**src/rtl/cwc_pkg.sv**
```systemverilog
// ----------------------------------------------------------------------------
// cwc_pkg
// Shared types and constants of the congestion window control block.
// ----------------------------------------------------------------------------
`default_nettype none

package cwc_pkg;

  // default width of the window and threshold state
  localparam int WINDOW_BITS_DEFAULT = 32;

  // width of the byte count field and of the configuration registers
  localparam int BYTE_BITS = 32;

  // segment size used in congestion avoidance
  localparam int MSS_BITS = 11;
  localparam logic [MSS_BITS-1:0] MSS_BYTES = 11'd1460;

  // width of bytes * segment size, the dividend of the avoidance step
  localparam int DIVIDEND_BITS = BYTE_BITS + MSS_BITS;

  // register reset values
  localparam logic [BYTE_BITS-1:0] INITIAL_WINDOW_RESET = 32'd14720;
  localparam logic [BYTE_BITS-1:0] MIN_WINDOW_RESET     = 32'd2920;

  // configuration register indexes
  localparam logic CFG_INITIAL_WINDOW = 1'b0;
  localparam logic CFG_MIN_WINDOW     = 1'b1;

  // event kinds
  typedef enum logic [1:0] {
    OP_ACK   = 2'd0,
    OP_LOSS  = 2'd1,
    OP_SEED  = 2'd2,
    OP_RESET = 2'd3
  } opcode_t;

  // controller to datapath commands
  typedef struct packed {
    logic load;       // capture the input beat
    logic mul;        // register bytes * segment size
    logic div_start;  // launch the serial divider
    logic apply;      // update window, threshold and flag
    logic put;        // load the output register
  } cwc_cmd_t;

  // datapath to controller status
  typedef struct packed {
    logic is_ca;      // acknowledgement outside slow start
    logic div_done;   // quotient ready
  } cwc_status_t;

endpackage

`default_nettype wire

```
**src/rtl/cwc_divider.sv**
```systemverilog
// ----------------------------------------------------------------------------
// cwc_divider
// Restoring radix-2 divider, one quotient bit per cycle.
// ----------------------------------------------------------------------------
`default_nettype none

module cwc_divider #(
  parameter int WINDOW_BITS = cwc_pkg::WINDOW_BITS_DEFAULT
) (
  input  wire logic                             clk,
  input  wire logic                             rst,
  input  wire logic                             start,
  input  wire logic [cwc_pkg::DIVIDEND_BITS-1:0] dividend,
  input  wire logic [WINDOW_BITS-1:0]           divisor,
  output logic      [cwc_pkg::DIVIDEND_BITS-1:0] quotient,
  output logic                                  done
);

  localparam int DB       = cwc_pkg::DIVIDEND_BITS;
  localparam int CNT_BITS = $clog2(DB + 1);

  logic [CNT_BITS-1:0]    count;
  logic [WINDOW_BITS-1:0] rem;
  logic [WINDOW_BITS-1:0] dvs;
  logic [DB-1:0]          quot;

  logic [WINDOW_BITS:0]   rem_sh;
  logic [WINDOW_BITS:0]   diff;
  logic                   ge;

  // one trial subtraction
  always_comb begin
    rem_sh = {rem, quot[DB-1]};
    diff   = rem_sh - {1'b0, dvs};
    ge     = (rem_sh >= {1'b0, dvs});
  end

  // step counter and done pulse
  always_ff @(posedge clk) begin
    if (rst) begin
      count <= '0;
      done  <= 1'b0;
    end else begin
      done <= 1'b0;
      if (start) begin
        count <= CNT_BITS'(DB);
      end else if (count != '0) begin
        count <= count - CNT_BITS'(1);
        done  <= (count == CNT_BITS'(1));
      end
    end
  end

  // partial remainder and quotient shift register
  always_ff @(posedge clk) begin
    if (start) begin
      rem  <= '0;
      quot <= dividend;
      dvs  <= divisor;
    end else if (count != '0) begin
      rem  <= ge ? diff[WINDOW_BITS-1:0] : rem_sh[WINDOW_BITS-1:0];
      quot <= {quot[DB-2:0], ge};
    end
  end

  assign quotient = quot;

endmodule

`default_nettype wire

```
**src/rtl/cwc_datapath.sv**
```systemverilog
// ----------------------------------------------------------------------------
// cwc_datapath
// Window state, configuration registers, update arithmetic and result register.
// ----------------------------------------------------------------------------
`default_nettype none

module cwc_datapath #(
  parameter int WINDOW_BITS = cwc_pkg::WINDOW_BITS_DEFAULT
) (
  input  wire logic                          clk,
  input  wire logic                          rst,
  input  wire cwc_pkg::cwc_cmd_t             cmd,
  output cwc_pkg::cwc_status_t               status,
  input  wire logic [1:0]                    in_opcode,
  input  wire logic [cwc_pkg::BYTE_BITS-1:0] in_byte_count,
  input  wire logic                          cfg_we,
  input  wire logic                          cfg_index,
  input  wire logic [cwc_pkg::BYTE_BITS-1:0] cfg_data,
  output logic      [cwc_pkg::BYTE_BITS-1:0] out_window,
  output logic      [cwc_pkg::BYTE_BITS-1:0] out_threshold,
  output logic                               out_slow_start
);

  localparam int DB       = cwc_pkg::DIVIDEND_BITS;
  localparam int ADD_BITS = ((WINDOW_BITS > DB) ? WINDOW_BITS : DB) + 1;
  localparam logic [WINDOW_BITS-1:0] WIN_MASK = '1;

  // saturate a wide value to the window width
  function automatic logic [WINDOW_BITS-1:0] sat_w(input logic [ADD_BITS-1:0] v);
    logic [WINDOW_BITS-1:0] r;
    r = (|v[ADD_BITS-1:WINDOW_BITS]) ? WIN_MASK : v[WINDOW_BITS-1:0];
    return r;
  endfunction

  logic [cwc_pkg::BYTE_BITS-1:0] initial_window;
  logic [cwc_pkg::BYTE_BITS-1:0] min_window;

  logic [WINDOW_BITS-1:0] window_bytes;
  logic [WINDOW_BITS-1:0] ss_threshold;
  logic                   in_slow_start;

  cwc_pkg::opcode_t              op;
  logic [cwc_pkg::BYTE_BITS-1:0] bytes;
  logic [DB-1:0]                 product;
  logic [DB-1:0]                 quotient;
  logic                          div_done;

  logic [ADD_BITS-1:0]    sum;
  logic [WINDOW_BITS-1:0] grown;
  logic [WINDOW_BITS-1:0] half;
  logic [WINDOW_BITS-1:0] min_w;
  logic [WINDOW_BITS-1:0] seed_w;

  // configuration registers
  always_ff @(posedge clk) begin
    if (rst) begin
      initial_window <= cwc_pkg::INITIAL_WINDOW_RESET;
      min_window     <= cwc_pkg::MIN_WINDOW_RESET;
    end else if (cfg_we) begin
      unique case (cfg_index)
        cwc_pkg::CFG_INITIAL_WINDOW: initial_window <= cfg_data;
        cwc_pkg::CFG_MIN_WINDOW:     min_window     <= cfg_data;
        default: ;
      endcase
    end
  end

  // input beat capture and segment-size product
  always_ff @(posedge clk) begin
    if (cmd.load) begin
      op    <= cwc_pkg::opcode_t'(in_opcode);
      bytes <= in_byte_count;
    end
    if (cmd.mul) begin
      product <= DB'(bytes) * DB'(cwc_pkg::MSS_BYTES);
    end
  end

  cwc_divider #(
    .WINDOW_BITS(WINDOW_BITS)
  ) u_divider (
    .clk      (clk),
    .rst      (rst),
    .start    (cmd.div_start),
    .dividend (product),
    .divisor  (window_bytes),
    .quotient (quotient),
    .done     (div_done)
  );

  // status back to the controller
  assign status = '{is_ca: (op == cwc_pkg::OP_ACK) && !in_slow_start, div_done: div_done};

  // shared saturating adder and the loss and seed candidates
  always_comb begin
    sum    = ADD_BITS'(window_bytes)
           + (in_slow_start ? ADD_BITS'(bytes) : ADD_BITS'(quotient));
    grown  = sat_w(sum);
    half   = window_bytes >> 1;
    min_w  = sat_w(ADD_BITS'(min_window));
    seed_w = sat_w(ADD_BITS'(bytes));
  end

  // window state update
  always_ff @(posedge clk) begin
    if (rst) begin
      window_bytes  <= sat_w(ADD_BITS'(cwc_pkg::INITIAL_WINDOW_RESET));
      ss_threshold  <= WIN_MASK;
      in_slow_start <= 1'b1;
    end else if (cmd.apply) begin
      unique case (op)
        cwc_pkg::OP_ACK: begin
          window_bytes <= grown;
          if (in_slow_start && (grown >= ss_threshold)) begin
            in_slow_start <= 1'b0;
          end
        end
        cwc_pkg::OP_LOSS: begin
          window_bytes  <= (half < min_w) ? min_w : half;
          ss_threshold  <= (half < min_w) ? min_w : half;
          in_slow_start <= 1'b0;
        end
        cwc_pkg::OP_SEED: begin
          if (seed_w > window_bytes) begin
            window_bytes <= seed_w;
          end
        end
        cwc_pkg::OP_RESET: begin
          window_bytes  <= sat_w(ADD_BITS'(initial_window));
          ss_threshold  <= WIN_MASK;
          in_slow_start <= 1'b1;
        end
        default: ;
      endcase
    end
  end

  // result register
  always_ff @(posedge clk) begin
    if (cmd.put) begin
      out_window     <= cwc_pkg::BYTE_BITS'(window_bytes);
      out_threshold  <= cwc_pkg::BYTE_BITS'(ss_threshold);
      out_slow_start <= in_slow_start;
    end
  end

endmodule

`default_nettype wire

```
**src/rtl/cwc_ctrl.sv**
```systemverilog
// ----------------------------------------------------------------------------
// cwc_ctrl
// Event sequencer: accepts a beat, runs the update and hands off the result.
// ----------------------------------------------------------------------------
`default_nettype none

module cwc_ctrl (
  input  wire logic                 clk,
  input  wire logic                 rst,
  input  wire logic                 in_valid,
  output logic                      in_ready,
  output logic                      out_valid,
  input  wire logic                 out_ready,
  output cwc_pkg::cwc_cmd_t         cmd,
  input  wire cwc_pkg::cwc_status_t status
);

  typedef enum logic [2:0] {
    S_IDLE,
    S_DISPATCH,
    S_DIV_START,
    S_DIVIDE,
    S_DELIVER
  } state_t;

  state_t state;
  logic   out_free;

  assign out_free = !out_valid || out_ready;
  assign in_ready = (state == S_IDLE);

  // command decode
  always_comb begin
    cmd = '0;
    unique case (state)
      S_IDLE:      cmd.load      = in_valid;
      S_DISPATCH: begin
        cmd.mul   = status.is_ca;
        cmd.apply = !status.is_ca;
      end
      S_DIV_START: cmd.div_start = 1'b1;
      S_DIVIDE:    cmd.apply     = status.div_done;
      S_DELIVER:   cmd.put       = out_free;
      default: ;
    endcase
  end

  // state and output valid
  always_ff @(posedge clk) begin
    if (rst) begin
      state     <= S_IDLE;
      out_valid <= 1'b0;
    end else begin
      if ((state == S_DELIVER) && out_free) begin
        out_valid <= 1'b1;
      end else if (out_ready) begin
        out_valid <= 1'b0;
      end
      unique case (state)
        S_IDLE: begin
          if (in_valid) begin
            state <= S_DISPATCH;
          end
        end
        S_DISPATCH: begin
          state <= status.is_ca ? S_DIV_START : S_DELIVER;
        end
        S_DIV_START: begin
          state <= S_DIVIDE;
        end
        S_DIVIDE: begin
          if (status.div_done) begin
            state <= S_DELIVER;
          end
        end
        S_DELIVER: begin
          if (out_free) begin
            state <= S_IDLE;
          end
        end
        default: state <= S_IDLE;
      endcase
    end
  end

  // a delivered result shows up as valid next cycle
  a_put_valid: assert property (@(posedge clk) disable iff (rst)
    cmd.put |=> out_valid)
    else $error("result loaded but not presented");

  // the result register is never overwritten while a result waits
  a_put_free: assert property (@(posedge clk) disable iff (rst)
    cmd.put |-> (!out_valid || out_ready))
    else $error("result overwritten before taken");

  // the divider is only waited on after it was launched
  a_div_order: assert property (@(posedge clk) disable iff (rst)
    (state == S_DIVIDE) |-> ($past(state) == S_DIV_START || $past(state) == S_DIVIDE))
    else $error("divide state entered without a divider start");

  // a divide wait holds until the quotient is ready
  a_div_hold: assert property (@(posedge clk) disable iff (rst)
    (state == S_DIVIDE && !status.div_done) |=> (state == S_DIVIDE))
    else $error("divide left before quotient ready");

endmodule

`default_nettype wire

```
**src/rtl/congestion_window_control.sv**
```systemverilog
// ----------------------------------------------------------------------------
// congestion_window_control
// Reno-style congestion window engine with a stream event input and output.
// ----------------------------------------------------------------------------
// Each input beat is one event (acknowledgement, loss, seed or reset) and
// produces exactly one result beat carrying the window, the threshold and the
// slow-start flag after the event. Events are handled one at a time. A loss,
// seed, reset or slow-start acknowledgement goes from acceptance through a
// dispatch state to delivery; an acknowledgement in congestion avoidance also
// waits on the serial divider, which produces one bit of the 43-bit quotient
// bytes * 1460 / window per cycle. A finished result waits in the output
// register while the next event is taken in. Configuration writes are
// always accepted; write them only while no event is in flight, and they take
// effect on the next event that reads them.
`default_nettype none

module congestion_window_control #(
  parameter int WINDOW_BITS = cwc_pkg::WINDOW_BITS_DEFAULT
) (
  input  wire logic        clk,
  input  wire logic        rst,
  // event input
  input  wire logic        s_axis_tvalid,
  output logic             s_axis_tready,
  input  wire logic [31:0] s_axis_tdata,   // [31:0] byte_count
  input  wire logic [1:0]  s_axis_tuser,   // [1:0] opcode
  // result output
  output logic             m_axis_tvalid,
  input  wire logic        m_axis_tready,
  output logic [71:0]      m_axis_tdata,   // [31:0] window, [63:32] threshold,
                                           // [64] slow_start, [71:65] zero
  // configuration write
  input  wire logic        cfg_valid,
  output logic             cfg_ready,
  input  wire logic        cfg_index,
  input  wire logic [31:0] cfg_data
);

  cwc_pkg::cwc_cmd_t    cmd;
  cwc_pkg::cwc_status_t status;

  logic [cwc_pkg::BYTE_BITS-1:0] out_window;
  logic [cwc_pkg::BYTE_BITS-1:0] out_threshold;
  logic                          out_slow_start;

  // configuration is taken at any time
  assign cfg_ready = 1'b1;

  cwc_ctrl u_ctrl (
    .clk       (clk),
    .rst       (rst),
    .in_valid  (s_axis_tvalid),
    .in_ready  (s_axis_tready),
    .out_valid (m_axis_tvalid),
    .out_ready (m_axis_tready),
    .cmd       (cmd),
    .status    (status)
  );

  cwc_datapath #(
    .WINDOW_BITS(WINDOW_BITS)
  ) u_datapath (
    .clk            (clk),
    .rst            (rst),
    .cmd            (cmd),
    .status         (status),
    .in_opcode      (s_axis_tuser),
    .in_byte_count  (s_axis_tdata),
    .cfg_we         (cfg_valid && cfg_ready),
    .cfg_index      (cfg_index),
    .cfg_data       (cfg_data),
    .out_window     (out_window),
    .out_threshold  (out_threshold),
    .out_slow_start (out_slow_start)
  );

  // result beat packing
  assign m_axis_tdata = {7'd0, out_slow_start, out_threshold, out_window};

endmodule

`default_nettype wire
```
**config.mk**
```make
export PLATFORM = sky130hd
export DESIGN_NAME = congestion_window_control
export DESIGN_NICKNAME = d
export VERILOG_FILES = /design/src/rtl/cwc_pkg.sv /design/src/rtl/cwc_divider.sv /design/src/rtl/cwc_datapath.sv /design/src/rtl/cwc_ctrl.sv /design/src/rtl/congestion_window_control.sv
export SDC_FILE = /design/constraint.sdc
export NUM_CORES = 1
export LEC_CHECK = 0
export ABC_AREA = 1
export BUFFER_PORTS_ARGS = -buffer_cell sky130_fd_sc_hd__clkbuf_2
export CORE_MARGIN = 5
export CORE_UTILIZATION = 40
export DETAILED_ROUTE_END_ITERATION = 6
export PLACE_DENSITY = 0.65
export SETUP_SLACK_MARGIN = 0.4
export SLEW_MARGIN = 20
export SYNTH_ARGS = -nofsm -noshare
export SYNTH_HDL_FRONTEND = slang
export SYNTH_HIERARCHICAL = 1
export SYNTH_SLANG_ARGS = --single-unit
```
**constraint.sdc**
```tcl
create_clock -name clk -period 4.3 [get_ports clk]
set_input_delay 0 -clock clk [delete_from_list [all_inputs] [get_ports clk]]
set_output_delay 0 -clock clk [all_outputs]
set_load 0.05 [all_outputs]
```
Word-level counts from Yosys, hierarchy flattened
Index checks and enable logic that the tools add are counted.
{ "totals": {"reg_bits": 387, "latch_bits": 0, "ramBits": 0, "rom_bits": 0, "word_cells": 91, "mem_count": 0} }
{ "classes": {"addsub": 3, "mul": 1, "div": 0, "n_lt_le_gt_ge": 4, "eq_ne": 13, "n_shift": 0, "mux": 25, "bitwise_logic": 2, "n_reduce_logical": 23} }
{ "op_table": {"columns": ["operator", "n"], "rows": [
  ["$mux W43", 3],
  ["$mux W32", 4],
  ["$pmux W32 S4", 1],
  ["$pmux W32 S2", 1],
  ["$add A32 B44 Y44", 1],
  ["$mul A32 B9 Y41 const B", 1],
  ["$ge A33 B32 Y1", 1],
  ["$ge A32 B32 Y1", 1],
  ["$gt A32 B32 Y1", 1],
  ["$lt A31 B32 Y1", 1],
  ["$sub A32 B32 Y32", 1],
  ["$pmux W3 S5", 1],
  ["$mux W3", 4],
  ["$mux W6", 2],
  ["$reduce_or A12 Y1", 1],
  ["$reduce_and A2 Y1", 4],
  ["$mux W1", 7],
  ["$eq A3 B2 Y1 const B", 2],
  ["$eq A6 B1 Y1 const B", 1],
  ["$ne A2 B1 Y1 const B", 3],
  ["$reduce_and A3 Y1", 2],
  ["$reduce_bool A2 Y1", 3],
  ["$reduce_bool A6 Y1", 1],
  ["$sub A6 B1 Y6 const B", 1],
  ["16 further kinds", 23]
]} }

Logic depth before layout (Yosys ltp)
{ "logic_depth": {"ltp_word": 8, "ltp_mapped": 41, "ltp_nobuf": 38} }

Modules after synthesis
Netlist, hierarchy kept.
{ "by_module_without_submodules": {"columns": ["mod", "instances", "cells_per_inst", "area_per_inst_um2", "seq_area_each_um2"], "rows": [
  ["cwc_datapath", 1, 2752, 21484.4, 6786.5],
  ["cwc_divider", 1, 1026, 7254.5, 3032.9],
  ["cwc_ctrl", 1, 43, 250.2, 80.1],
  ["congestion_window_control", 1, 11, 75.1, 0.0]
]} }

Worst setup path before layout
Ideal clock, no wire load.
{ "synth_timing": {"path_kind": "register to register", "startpoint": "register u_datapath/bytes[5] (netlist bit)", "endpoint": "register u_datapath.product[36], data pin", "arrival_time_ns": 4.243, "required_ns": 4.042, "slack_ns": -0.201, "stages_incl_launch_ff": 20, "period_less_slack_ns": 4.501, "path_cell_list": "edfxtp_1 -> ha_1 -> fa_1 -> inv_1 -> fa_1 -> fa_1 -> inv_1 -> ha_1 -> nand2_1 -> o21ai_0 -> nand3_1 -> nand2_1 -> nand2_1 -> nand2_1 -> a21oi_1 -> inv_1 -> a21oi_1 -> o21ai_0 -> a21oi_1 -> xnor2_1"} }
{ "synth_via": {"elab_chain_cells": 1} }
{ "synth_lines": {"columns": ["item", "line", "source"], "rows": [
  ["start, declared", "cwc_datapath.sv:43", "logic [cwc_pkg::BYTE_BITS-1:0] bytes;"],
  ["start signal, assigned", "cwc_datapath.sv:72", "bytes <= in_byte_count;"],
  ["$mul A32 B9 Y41", "cwc_datapath.sv:75", "product <= DB'(bytes) * DB'(cwc_pkg::MSS_BYTES);"],
  ["end signal, assigned", "cwc_datapath.sv:75", null],
  ["end, declared", "cwc_datapath.sv:44", "logic [DB-1:0] product;"]
]} }
No other way between the ends.
A chain may end at the register's enable or synchronous reset.

Worst setup path after layout
{ "layout_timing": {"startpoint": "register u_datapath/bytes[16] (netlist bit)", "endpoint": "register u_datapath.product[39], data pin"} }
Same word-level chain as after synthesis.

==> impl_summary.txt <==
----------------------------------------------------
[Run status]
  Outcome ... complete, but fails checks
  Violated checks ... negative setup slack

[Floorplanning]
  Ports ... 147
  Placeable core area ... 71700 µm²
  Effective utilization at floorplan ... 40.5%
  # rows ... 98
  Die area ... 78200 µm²
  Die width ... 280 µm
  Die boundary height ... 280 µm

[Logic synthesis]
  Share of synthesized area occupied by flip-flops and latches ... 34.1%
  Number of cells produced by synthesis ... 3832
  List of most frequent post-synthesis cells ... nand2_1 (1075), inv_1 (672), a21oi_1 (275)
  Post-synth top area cell ... edfxtp_1
  Post-Synthesis Cell Area ... 29100 µm²
  Share of the synthesized area in the top cell type ... 22.2%
  Area contributors post-synth ... edfxtp_1 (22%), nand2_1 (14%), dfxtp_1 (12%)
  Number of enable-type register cells in the synthesized netlist ... 215
  Leading cell type by number of instances after synthesis ... nand2_1
  Warnings, synthesis ... 6
  Syn_area_per_cell ... 7.58 µm²
  Synth unique cells ... 52
  Most used flip-flop cell after synthesis ... edfxtp_1
  Post-synthesis async set-or-reset flop share ... 0%
  Post-synthesis sequential element count ... 387

[Placement]
  HPWL Detailed ... 77900 µm
  Routability congestion estimate from global placement ... 0.972
  Input/output buffers ... 138

[CTS]
  Clock tree from TritonCTS ... done
  Register clock-pin slew on the reported worst setup and hold paths ... 0.06 ns
  Depth of the CTS H-tree ... 2
  Master cell of the clock root buffer ... clkbuf_16
  Clock buffer count from CTS ... 47
  Number of sinks on the clock net ... 387
  Worst skew pair latency ... 0.60 ns
  Max clock buf depth ... 3

[Job]
  Max-cap violations ... 0

[Timing]
  Fin crit share ... 109%
  Worst Max-Slew Pin Slew ... 1.07 ns
  Relative slew slack ... 28.8%
  Pins Over Slew Limit ... 0
  Setup violation total in the final timing report ... 23
  Count of endpoints failing hold in the final timing report ... 0
  Final WS setup ... -0.384 ns
  Final worst hold slack ... 0.0549 ns
  Unrepaired setup endpoints after global routing ... true
  Highest Clock Rate ... 0.214 GHz
  Clock period minus worst slack ... 4.68 ns
  Final clock skew ... 0.0347 ns

[Drt]
  Antenna violation net count after detailed routing ... 0
  Post-detailed-route wirelength per cell ... 19.1 µm
  Routed vias/inst ... 5.12
  Initial DRC Count ... 2337
  Total via count after detailed routing ... 27800
  Number of detailed-route iterations in the first pass ... 6
  Count of unresolved DRC violations after routing ... 0
  Routed WL ... 104000 µm

[Critical path]
  Worst-path fanout max ... 4
  Critical Path Start Type ... register
  Worst Path Required ... 4.64 ns
  Arrival time worst endpoint ... 5.03 ns
  Reg-to-reg setup timing slack ... -0.38 ns
  Depth of the most critical reg-to-reg path ... 18
  Kind of critical path ... reg2reg
  Type of destination of the critical path ... register
  Worst reg2reg path startpoint ... u_datapath/bytes[16]
  Crit Reg-Reg Endpoint ... u_datapath/product[39]

[Power and ir drop]
  Power, Total ... 36.2 mW
  Static Leak ... 18.8 nW
  Worst IR drop on VDD ... 0.00175 V
  Power per Cell Area ... 931 nW/µm²

[Global routing]
  Number of global-route vias before repair ... 27300
  GRT Resource Usage Total ... 25.3%
  Maximum number of pins on one net before global-route repair ... 98
  Remaining Overflow, GRT ... 0
  First-pass GRT wire length ... 155000 µm
  Antenna violations before repair ... 0

[Finish]
  Layout cell share with drive strength beyond 1 ... 24.4%
  Diodes inserted ... 0
  Final net count ... 4879
  Flip-flop count of the largest register, all copies and words added ... 43
  Area grow syn2layout ... 34.0%
  Filler cell count in the final layout ... 6574

[Worst hold path]
  Worst Hold Path EP ... u_datapath/initial_window[6]
  Number of instances on the worst hold path ... 5
  Startpoint of the lowest-slack hold path ... cfg_index
  Hold WC Path Type ... in2reg

----------------------------------------------------
## cell families (layout without fill, tap and decap cells)
family,Yosys count,in the layout,synth area share (%)
other,3,10,0.0387
AOI/OAI and AO/OA,565,565,10.5
adders and majority gates,365,365,18.8
DFF,387,387,34.1
xor gates and xnor gates,79,79,2.38
and+or+nand+nor,1635,1635,23.6
buffers and inverters,798,1440,10.7
## placed cells by master (no fill, tap or decap), types with 14 or more instances in the layout
cell type        n
a21oi_1        233
a21oi_2         29
a21oi_4         14
a221oi_1        14
buf_4          383
buf_6           63
clkbuf_16       48
clkbuf_2       138
dfxtp_1        171
dlygate4sd3_1   81
edfxtp_1       215
fa_1           108
ha_1           176
ha_4            68
inv_1          622
inv_2           48
nand2_1        992
nand2_2         71
nand2_4         17
nand3_1        188
nand3_2         18
nand3b_1        36
nand4_1         41
nor2_1         154
nor2_2          46
nor2_4          25
nor3_1          18
o211ai_1        15
o21ai_0        184
xnor2_1         43
xor2_1          21
## through the flow
stage | setup TNS [ns] | setup slack, ns | instance area, µm² | util, % | std cells
finish | -6.07 | -0.384 | 38900 | 54.3 | 5431
global route | -8.81 | -0.555 | 38900 | 54.3 | 5431
CTS | -0.777 | -0.238 | 37900 | 52.9 | 5399
detailed placement | -2.34 | -0.495 | 33600 | 46.9 | 5177
global placement | -2.05 | -0.465 | 33600 | 46.9 | 5177
floorplan | 0 | 0.143 | 29500 | - | 3839
## final cells by class
cell class / count / area [µm²] / area share [%]
multi-input cells: 2654 / 18400 / 47.3
flip-flops and latches: 387 / 9900 / 25.4
repair buffers: 670 / 5190 / 13.3
inverters: 682 / 2580 / 6.64
clock buffers: 55 / 1220 / 3.12
well taps: 950 / 1190 / 3.05
clock inverters: 33 / 423 / 1.09
## power by group
group / total (mW) / internal [mW] / switching, mW
combinational: 26.4 / 11.8 / 14.6
clock: 4.26 / 2.54 / 1.72
sequential: 5.63 / 5.15 / 0.479
total: 36.2 / 19.4 / 16.8
## per-layer routing
| metal | vias to the layer above | share of wire (%) | GRT usage, % |
|---|---|---|---|
| met1 | 13200 | 43 | 34.0 |
| met4 | 0 | 2.9 | 6.37 |
| met5 | - | 0 | 0 |
| met2 | 926 | 48 | 43.1 |
| met3 | 168 | 6.4 | 3.59 |
| li1 | 13500 | - | - |
## critical path, cell delays in order, from the launching register on
cell	delay, ns
edfxtp_1	0.51
buf_4	0.20
buf_6	0.11
buf_6	0.11
ha_4	0.26
inv_4	0.04
fa_1	0.50
inv_1	0.06
fa_1	0.50
fa_2	0.62
ha_4	0.22
a21o_1	0.22
a21oi_2	0.19
buf_4	0.15
o21bai_4	0.07
a221oi_2	0.26
o21ai_2	0.16
a21oi_2	0.17
xnor2_1	0.07
## worst max-delay path by stage
stage | from | endpoint | slack, ns | depth (start not counted)
2_1_floorplan | u_datapath/bytes[8] | u_datapath/product[31] | 0.14 | 19
3_3_place_gp | u_datapath/in_slow_start | u_datapath/in_slow_start | -0.47 | 32
3_5_place_dp | u_datapath/in_slow_start | u_datapath/in_slow_start | -0.50 | 31
4_1_cts | u_datapath/in_slow_start | u_datapath/in_slow_start | -0.24 | 35
5_1_grt | u_datapath/in_slow_start | u_datapath/in_slow_start | -0.55 | 34
6_report | u_datapath/bytes[16] | u_datapath/product[39] | -0.38 | 18
## repair_timing
action                     in CTS  in global routing
setup endpoints to repair      27                 31
pin swaps                     152                 79
resized for setup             306                175
setup buffers                  53                 31
hold endpoints to repair      101                  0
hold buffers                   81                  0
gates cloned                    0                  1
Power figures use the tool's default switching activity.
